<file path="src/rtl/tpspwm_ram.sv">
`timescale 1ns / 1ps

module tpspwm_ram #(
  parameter int unsigned WIDTH = 24,
  parameter int unsigned DEPTH = 192
) (
  input  logic                     clk,
  input  logic                     we,
  input  logic [$clog2(DEPTH)-1:0] waddr,
  input  logic [WIDTH-1:0]         wdata,
  input  logic [$clog2(DEPTH)-1:0] raddr,
  output logic [WIDTH-1:0]         rdata
);

  logic [WIDTH-1:0] mem [DEPTH];

  always_ff @(posedge clk) begin
    if (we) begin
      mem[waddr] <= wdata;
    end
    rdata <= mem[raddr];
  end

endmodule

</file>
<file path="config.mk">
export PLATFORM = sky130hd
export DESIGN_NAME = tpspwm_ram
export DESIGN_NICKNAME = d
export VERILOG_FILES = /design/src/rtl/tpspwm_ram.sv
export SDC_FILE = /design/constraint.sdc
export NUM_CORES = 2
export LEC_CHECK = 0
export BUFFER_PORTS_ARGS = -buffer_cell sky130_fd_sc_hd__buf_2
export CAP_MARGIN = 20
export CORE_ASPECT_RATIO = 0.5
export CORE_MARGIN = 3
export CORE_UTILIZATION = 33
export CTS_BUF_LIST = sky130_fd_sc_hd__clkbuf_8
export DETAILED_ROUTE_END_ITERATION = 10
export GPL_TIMING_DRIVEN = 1
export PLACE_DENSITY = 0.59
export SETUP_SLACK_MARGIN = 0.4
export SYNTH_ARGS = -nofsm -noshare
export SYNTH_HDL_FRONTEND = slang
export SYNTH_MEMORY_MAX_BITS = 65536
export SYNTH_SLANG_ARGS = --single-unit
</file>
<file path="constraint.sdc">
create_clock -name clk -period 3.3 [get_ports clk]
set_clock_uncertainty 0.15 [all_clocks]
set_input_delay 0.66 -clock clk [delete_from_list [all_inputs] [get_ports clk]]
set_output_delay 0.66 -clock clk [all_outputs]
set_load 0.02 [all_outputs]
</file>
==> results.yml <==
clock_tree:
  cts-htree-levels: 6
  cts_max_path_buffers: 4
  numCtsBuffers: 689
  clk_pin_slew_ns: 0.06
  clkSinkCount: 4632
  cts-root-buf: "clkbuf_8"
  tritoncts: "yes"
  insertion_delay_ns: 1.27
min_path:
  min_to: "rdata[22]$_DFF_P_"
  min-delay-start: "raddr[4]"
  whs_path_depth: 7
  hp-class: "in2reg"
power:
  total_power_uw: 115000
  pwr-share-seq: 0.565
  combPwrFrac: 0.060
  netSwitchingFraction: 0.235
  peakVddDrop_v: 0.000409
  clock_power_share: 0.375
  internal_power_uw: 88000
  p_sw_uw: 27000
  cellLeakagePower_uw: 0.0662
  p_per_area_nw_per_um2: 551
synth:
  synth_top_family_by_area: "multiplexers"
  synth_warnings: 0
  yosysUniqueCellTypes: 49
  synth_ff_type: "edfxtp_1"
  netlist_area_sq_um: 177000
  synth_top_area_cell: "edfxtp_1"
  synth-seq-area-share: 0.786
  synth-compound-area-share: 0.0219
  synth.top_cell.area_share: 0.783
  synth.net_count: 7728
  netlist_instances: 7686
  synth_mux_area_frac: 0.164
  synthArstFlopShare: 0
  yosys.area_share.simple: 0.0163
  synth-adder-area-share: 0
  synth_edf_count: 4608
  avgSynthCellArea_sq_um: 23.0
  synthXorXnorAreaFrac: 0
  synth_area_leaders: "edfxtp_1 78%, mux4_2 15%, mux2i_1 1.3%"
  synth_seq_cells: 4632
die:
  start_util: 0.332
  ioPinCount: 66
  die_w_mm: 1.04
  die_area_sq_um: 545000
  die_h_um: 523
  fp-row-count: 189
  core_sq_um: 532000
worst_setup_path:
  endpoint_kind: "register"
  max_stage_delay_ns: 0.52
  rr_startpoint: "mem[91][6]$_DFFE_PP_"
  cp_slowest_cell: "mux4_2"
  cp-start-kind: "register"
  reg2regPathDepth: 7
  critPathArrivalTime_ns: 3.84
  crit-reg2reg-capture: "rdata[6]$_DFF_P_"
  r2r_slack_ns: 0.39
  crit_path_max_fanout: 1
  cp_cell_sequence: "mux4_2 -> mux4_2 -> a22oi_2 -> buf_4 -> o221ai_2 -> buf_4 -> or3_1"
  path_class: "reg2reg"
  crit_required_ns: 4.23
job:
  max_cap_viol_count: 0
layout:
  final_cell_mix: "4608 x edfxtp_1, 1170 x mux4_2, 718 x buf_4"
  mostFrequentLayoutCell: "edfxtp_1"
  nNetsFinal: 9082
  syn2layout_area_growth_pct: 18.2
  drive_gt1_frac: 0.348
  final_area_sq_um: 209000
grt:
  grt_max_degree: 105
  grt_pass1_vias: 90800
  grt_first_pass_wirelength_mm: 706
  grtUsageTotal: 0.181
  overflow: 0
  antenna_found_initial: 36
route:
  via_per_inst: 5.37
  dr.pass1.iters: 6
  postRouteWirelength_mm: 503
  drtAntennaViolNets: 0
  initialDrtViolationCount: 11600
  drcViolationCount: 0
  wl_per_cell_um: 30.2
  num_vias: 89400
sta:
  hold_viol: 0
  fin_ws_ns: 0.393
  fin_crit_sh: 0.881
  rsz0062_at_grt: "true"
  setup_viol: 0
  finalMaxSlewViolations: 0
  slew_headroom: 0.218
  worst_pin_slew_ns: 1.17
  period_minus_slack_ns: 2.91
  holdWs_ns: 0.194
  setup-tns-final_ns: 0
  max_freq_mhz: 344
placed_design:
  postPlaceCellArea_sq_um: 196000
  dp_slack_ns: -1.09
  portBuffers: 65
  hpwlAfterDp_mm: 303
  gp_congestion: 0.834
run_status:
  status: "finished, final reports clean"
==> cells by family (layout without fill, tap and decap cells) <==
family,count (synthesis),count (layout)
buf+inv,441,2330
compound gates,541,541
other cells,0,18
mux,1421,1421
simple gates,651,651
flops,4632,4632
==> flip-flops by register name (all words and copies together) (netlist names) <==
signal and flops:
mem 4608, rdata 24
==> power by group through the flow <==
stage          combinational, uW  clock, uW  sequential (uW)
2_1_floorplan               3210          0            66200
3_3_place_gp                6790          0            66200
3_5_place_dp                6870          0            66200
4_1_cts                     6940      44000            65000
5_1_grt                     7250      46700            65000
6_report                    6920      43100            65000
==> synthesized netlist by cell type (38+ instances only) <==
| library cell | number |
|---|---|
| a211oi_1 | 53 |
| a21oi_1 | 110 |
| a22o_1 | 41 |
| a22oi_1 | 94 |
| buf_1 | 38 |
| buf_2 | 110 |
| buf_4 | 74 |
| clkbuf_1 | 206 |
| edfxtp_1 | 4608 |
| mux2i_1 | 236 |
| mux4_2 | 1170 |
| nand2_1 | 205 |
| nand3_1 | 61 |
| nor2_1 | 228 |
| nor3_1 | 45 |
| o221ai_1 | 71 |
| o22ai_1 | 50 |
==> metrics by stage <==
step | cells | utilization
2_1_floorplan | 7686 | -
3_3_place_gp | 15400 | 0.368
3_5_place_dp | 15400 | 0.368
4_1_cts | 16600 | 0.392
5_1_grt | 16600 | 0.393
6_report | 16700 | 0.393
==> layout make-up <==
cell class	count	area [sq um]
Clock inverter	528	2750
Timing Repair Buffer	1099	11900
Tap cell	7067	8840
Inverter	5	32.5
Fill cell	47000	323000
Multi-Input combinational cell	2613	36600
Clock buffer	698	9610
Sequential cell	4632	139000
Antenna cell	18	45.0
==> repair_timing <==
item,4_1_cts,5_1_grt
resized for setup,35,13
hold endpoints to repair,3586,0
setup buffers,0,0
hold buffers,34,0
endpoints found under the setup margin,24,10
pin swaps,4,4
==> worst max path at each step <==
| stage | slack, ns | start | cells after the start | endpoint |
|---|---|---|---|---|
| finish | 0.39 | mem[91][6]$_DFFE_PP_ | 7 | rdata[6]$_DFF_P_ |
| global route | 0.29 | mem[80][6]$_DFFE_PP_ | 7 | rdata[6]$_DFF_P_ |
| detailed placement | -1.09 | raddr[0] | 12 | rdata[5]$_DFF_P_ |
| CTS | 0.24 | mem[28][16]$_DFFE_PP_ | 7 | rdata[16]$_DFF_P_ |
| global placement | -1.08 | raddr[0] | 11 | rdata[5]$_DFF_P_ |
| floorplan | 0.05 | waddr[0] | 5 | mem[173][0]$_DFFE_PP_ |
==> worst max-delay path: cells and delay by family, from the launching register on <==
family	cells	cell delay, ns
AOI/OAI and AO/OA	2	0.49
buffers and inverters	2	0.42
DFF	1	0.36
muxes	2	1.01
and+or+nand+nor	1	0.34
==> metal layers <==
metal / GRT usage / vias up / wire length, um
met2: 0.287 / 4231 / 236000
met3: 0.0376 / 705 / 45400
met1: 0.255 / 48700 / 208000
met5: 0 / - / 25
met4: 0.0492 / 4 / 13200
li1: - / 35700 / -
(Power assumes the default switching activity.)
