## src/rtl/tpspwm_pkg.sv

```systemverilog
`timescale 1ns / 1ps

package tpspwm_pkg;

  // table and timing constants
  localparam int unsigned TABLE_LENGTH      = 192;
  localparam int unsigned TICK_BASE         = 200;
  localparam int unsigned FREQ_NUMERATOR    = 122070;
  localparam int unsigned FREQ_DIVISOR_BASE = 19200;

  localparam int unsigned ADDR_W  = $clog2(TABLE_LENGTH);
  localparam int unsigned ENTRY_W = 24;

  // shared divider widths
  localparam int unsigned DIV_NUM_W = 24;
  localparam int unsigned DIV_DEN_W = 16;

  localparam int unsigned FREQ_MAX     = 65535;
  localparam int unsigned AMP_LIMIT    = 2549;
  localparam int unsigned AMP_SAT      = 2550;
  localparam int unsigned MID_LEVEL    = 128;
  localparam int unsigned DECIMAL_BASE = 10;

  // divide by ten as (x * TENTH_MUL) >> TENTH_SHIFT, exact for 16-bit x
  localparam int unsigned TENTH_MUL   = 52429;
  localparam int unsigned TENTH_SHIFT = 19;

  // configuration port
  localparam int unsigned CFG_INDEX_W = 2;
  localparam int unsigned CFG_DATA_W  = 8;

  localparam logic [CFG_INDEX_W-1:0] REG_STEP_INCREMENT  = 2'd0;
  localparam logic [CFG_INDEX_W-1:0] REG_VOLTS_PER_HERTZ = 2'd1;
  localparam logic [CFG_INDEX_W-1:0] REG_HALF_DEAD_BAND  = 2'd2;

  localparam logic [7:0] STEP_INCREMENT_RESET  = 8'd79;
  localparam logic [7:0] VOLTS_PER_HERTZ_RESET = 8'd45;
  localparam logic [6:0] HALF_DEAD_BAND_RESET  = 7'd20;

  typedef struct packed {
    logic                 start;
    logic [DIV_NUM_W-1:0] numerator;
    logic [DIV_DEN_W-1:0] denominator;
  } div_req_t;

  typedef struct packed {
    logic                 done;
    logic [DIV_NUM_W-1:0] quotient;
  } div_rsp_t;

endpackage

```

## src/rtl/tpspwm_div.sv

```systemverilog
`timescale 1ns / 1ps

module tpspwm_div (
  input  logic                clk,
  input  logic                rst,
  input  tpspwm_pkg::div_req_t req,
  output tpspwm_pkg::div_rsp_t rsp
);

  localparam int unsigned NUM_W = tpspwm_pkg::DIV_NUM_W;
  localparam int unsigned DEN_W = tpspwm_pkg::DIV_DEN_W;
  localparam int unsigned CNT_W = $clog2(NUM_W + 1);

  logic             busy;
  logic             done;
  logic [CNT_W-1:0] count;
  logic [DEN_W-1:0] rem;
  logic [DEN_W-1:0] den;
  logic [NUM_W-1:0] quo;
  logic [DEN_W:0]   trial;
  logic [DEN_W:0]   diff;

  // restoring division, one quotient bit per cycle
  assign trial = {rem, quo[NUM_W-1]};
  assign diff  = trial - {1'b0, den};

  always_ff @(posedge clk) begin
    if (rst) begin
      busy  <= 1'b0;
      done  <= 1'b0;
      count <= '0;
    end else begin
      done <= 1'b0;
      if (req.start) begin
        busy  <= 1'b1;
        count <= CNT_W'(NUM_W);
        rem   <= '0;
        den   <= req.denominator;
        quo   <= req.numerator;
      end else if (busy) begin
        if (!diff[DEN_W]) begin
          rem <= diff[DEN_W-1:0];
          quo <= {quo[NUM_W-2:0], 1'b1};
        end else begin
          rem <= trial[DEN_W-1:0];
          quo <= {quo[NUM_W-2:0], 1'b0};
        end
        count <= count - 1'b1;
        if (count == CNT_W'(1)) begin
          busy <= 1'b0;
          done <= 1'b1;
        end
      end
    end
  end

  assign rsp.done     = done;
  assign rsp.quotient = quo;

endmodule

```

## config.mk

```make
export PLATFORM = sky130hd
export DESIGN_NAME = tpspwm_div
export DESIGN_NICKNAME = d
export VERILOG_FILES = /design/src/rtl/tpspwm_pkg.sv /design/src/rtl/tpspwm_div.sv
export SDC_FILE = /design/constraint.sdc
export NUM_CORES = 1
export LEC_CHECK = 0
export ABC_AREA = 1
export BUFFER_PORTS_ARGS = -buffer_cell sky130_fd_sc_hd__clkbuf_2
export CAP_MARGIN = 0
export CORE_ASPECT_RATIO = 1.4
export CORE_MARGIN = 10
export CORE_UTILIZATION = 50
export CTS_BUF_LIST = sky130_fd_sc_hd__clkbuf_16
export DETAILED_ROUTE_END_ITERATION = 16
export HOLD_SLACK_MARGIN = 0.06
export PLACE_DENSITY_LB_ADDON = 0.1
export SLEW_MARGIN = 25
export SYNTH_ARGS = -nofsm -noshare
export SYNTH_HDL_FRONTEND = slang
export SYNTH_SLANG_ARGS = --single-unit
```

## constraint.sdc

```tcl
create_clock -name clk -period 3.93 [get_ports clk]
set_input_delay 0.393 -clock clk [delete_from_list [all_inputs] [get_ports clk]]
set_output_delay 0.393 -clock clk [all_outputs]
set_load 0.005 [all_outputs]
```

==> impl_metrics.json <==
{
  "ir_drop_mv": 0.388,
  "crit_path_max_fanout": 12,
  "layout.cells.non_filler": 636,
  "dr.pass1.iters": 4,
  "grt_pass1_wl_um": 14200,
  "ys_warn_count": 0,
  "root_buffer": "clkbuf_16",
  "ys_types": 35,
  "cts_resized": 0,
  "fill_cells": 713,
  "setup_viol": 0,
  "synth_ff_type": "edfxtp_1",
  "routedWlPerCell_um": 13.0,
  "max_slew_margin_pct": 66.8,
  "async_reset_ff_share_pct": 0,
  "grt_overflow_total": 0,
  "yosysTopAreaCell": "edfxtp_1",
  "clk_pin_slew_worst_paths_ns": 0.05,
  "max_freq_ghz": 0.430,
  "crit_path_start_kind": "register",
  "utilization_pct": 61.3,
  "place_congestion": 0.932,
  "fin_crit_ns": 2.33,
  "grt_max_degree": 38,
  "rrSetupSlack_ns": 1.60,
  "antenna_found_initial": 0,
  "dp_hpwl_um": 6390,
  "yosysSeqAreaShare_pct": 49.0,
  "htree_levels": 3,
  "detail-route-antenna-nets": 0,
  "worstSetupPathType": "reg -> reg",
  "gr-usage-all-layers_pct": 15.6,
  "hold_viol_final": 0,
  "drc_errors": 0,
  "synth_top_cells_by_count": "191 x nand2_1, 67 x inv_1, 56 x edfxtp_1, 36 x nor2_1, 18 x ha_1",
  "cts_setup_buffers": 0,
  "synth_top_family_by_area": "simple AND/OR/NAND/NOR gates",
  "timing.final.crit_share_pct": 59.2,
  "synth_most_common_cell": "nand2_1",
  "outcome": "finished clean",
  "syn_area_um2": 3720,
  "synthMuxAreaShare_pct": 0,
  "crit_path_end_kind": "register",
  "synth_edf_count": 56,
  "synthXorXnorAreaFrac_pct": 1.88,
  "placedCellCount": 621,
  "clkSinkCount": 63,
  "critPathArrivalTime_ns": 2.40,
  "dieArea_um2": 11300,
  "synthTopCellsByArea": "edfxtp_1 45%, nand2_1 19%, inv_1 6.8%",
  "multi_input_area_um2": 1580,
  "hp-class": "in -> reg",
  "fin_area_um2": 4490,
  "dpl_cell_area_um2": 4160,
  "synth_nets": 524,
  "cts_tree": "yes",
  "hold_buffers": 0,
  "coreArea_um2": 7310,
  "seq_area_um2": 1820,
  "row_count": 37,
  "antennaDiodeCount": 0,
  "maxCapViolations": 0,
  "cts_buffers": 9,
  "drt_iter0_drc": 112,
  "ioPinCount": 68,
  "drive_gt1_share_pct": 20.4,
  "clk-insertion-delay-late_ns": 0.32,
  "rsz0062_at_grt": "false",
  "die_x_um": 92.9,
  "final_nets": 597,
  "clockBufferDepth": 2,
  "cp_data_required_time_ns": 4.01,
  "syn_inst": 462,
  "area_growth_syn_to_layout_pct": 20.6,
  "via_per_inst": 4.84,
  "wirelength_um": 8270,
  "p_leak_nw": 2.31,
  "clock_skew_ns": 0.00310,
  "yosysTopAreaCellShare_pct": 45.2,
  "setup_tns_ns": 0,
  "die_h_um": 122,
  "syn-mean-instance-area_um2": 8.05,
  "power_density_nw_per_um2": 480,
  "grt_pass1_vias": 3111,
  "synthAdderAreaFrac_pct": 6.59,
  "finalMaxSlewViolations": 0,
  "worstMarginPinSlew_ns": 0.498,
  "synth-compound-area-share_pct": 2.32,
  "yosys.area_share.simple_pct": 31.4,
  "synth_seq_cells": 63,
  "initial_utilization_pct": 50.8,
  "num_vias": 3076,
  "io_buffers": 67
}
metrics by stage:
step	power (mW)	setup slack (ns)	hold slack, ns
after floorplan	1.18	0.583	0.442
after global placement	1.28	1.69	0.463
after detailed placement	1.29	1.60	0.473
after CTS	2.18	1.58	0.233
after global routing	2.28	1.38	0.227
final	2.15	1.60	0.243
cell families after synthesis:
| logic type | after synthesis |
|---|---|
| fa+ha+maj | 19 |
| compound gates | 15 |
| buf+inv | 80 |
| flops | 63 |
| xor+xnor | 8 |
| simple gates | 277 |
worst max-delay path, cell delays in order (launching register included):
cell	delay (ns)
edfxtp_1	0.38
inv_1	0.06
ha_1	0.22
fa_1	0.41
inv_1	0.07
nand2_1	0.04
nand2_1	0.12
nand3_2	0.08
nand2_2	0.09
nand2_2	0.07
nand2_2	0.07
nand2_1	0.08
nand2_2	0.20
nand2_1	0.08
nand2_1	0.06
nor2_1	0.05
where the power goes:
group          total (mW)  switching, mW  internal, mW
Sequential          0.829         0.0299         0.799
Clock               0.876          0.267         0.608
Combinational       0.447          0.282         0.165
cells in the final DEF, fill, tap and decap left out, drive strengths merged:
master / synthesis / routed
nand2: 200 / 200
clkbuf: 7 / 76
inv: 69 / 70
edfxtp: 56 / 56
nor2: 47 / 47
ha: 18 / 18
nand3: 14 / 14
a21oi: 9 / 9
xor2: 7 / 7
dfxtp: 7 / 7
nand3b: 5 / 5
buf: 3 / 5
nand4: 4 / 4
clkinv: 1 / 3
bufinv: 0 / 3
a31oi: 2 / 2
and2: 2 / 2
o21ai: 2 / 2
or2: 2 / 2
and3: 1 / 1
a211oi: 1 / 1
o31ai: 1 / 1
xnor2: 1 / 1
nor4: 1 / 1
nor3: 1 / 1
fa: 1 / 1
area by class of cell:
type / instances / area share (%)
flip-flops and latches: 63 / 40.6
multi-input cells: 319 / 35.2
repair buffers: 72 / 8.31
inverters: 70 / 5.86
clock buffers: 9 / 5.02
well taps: 97 / 2.71
clock inverters: 6 / 2.26
layer usage:
layer	vias to the layer above	GRT usage, %	share of wire (%)
met4	0	9.57	3.8
met2	87	24.3	46
li1	1593	-	-
met5	-	0	0
met1	1373	17.7	43
met3	23	6.03	7.4
path summary, 6_finish.rpt:
path,from,cells after the start,to
max reg2reg,quo[23]$_DFFE_PP_,15,rem[3]$_SDFFCE_PP0P_
min reg2reg,count[0]$_SDFFE_PP0P_,2,count[0]$_SDFFE_PP0P_
max,quo[23]$_DFFE_PP_,15,rem[3]$_SDFFCE_PP0P_
min,req[7],1,den[7]$_DFFE_PP_
sequential cells by signal, indices dropped and copies added (netlist names):
signal / flops
den: 16
rem: 16
done: 1
busy: 1
count: 5
quo: 24
(Power assumes the default switching activity.)
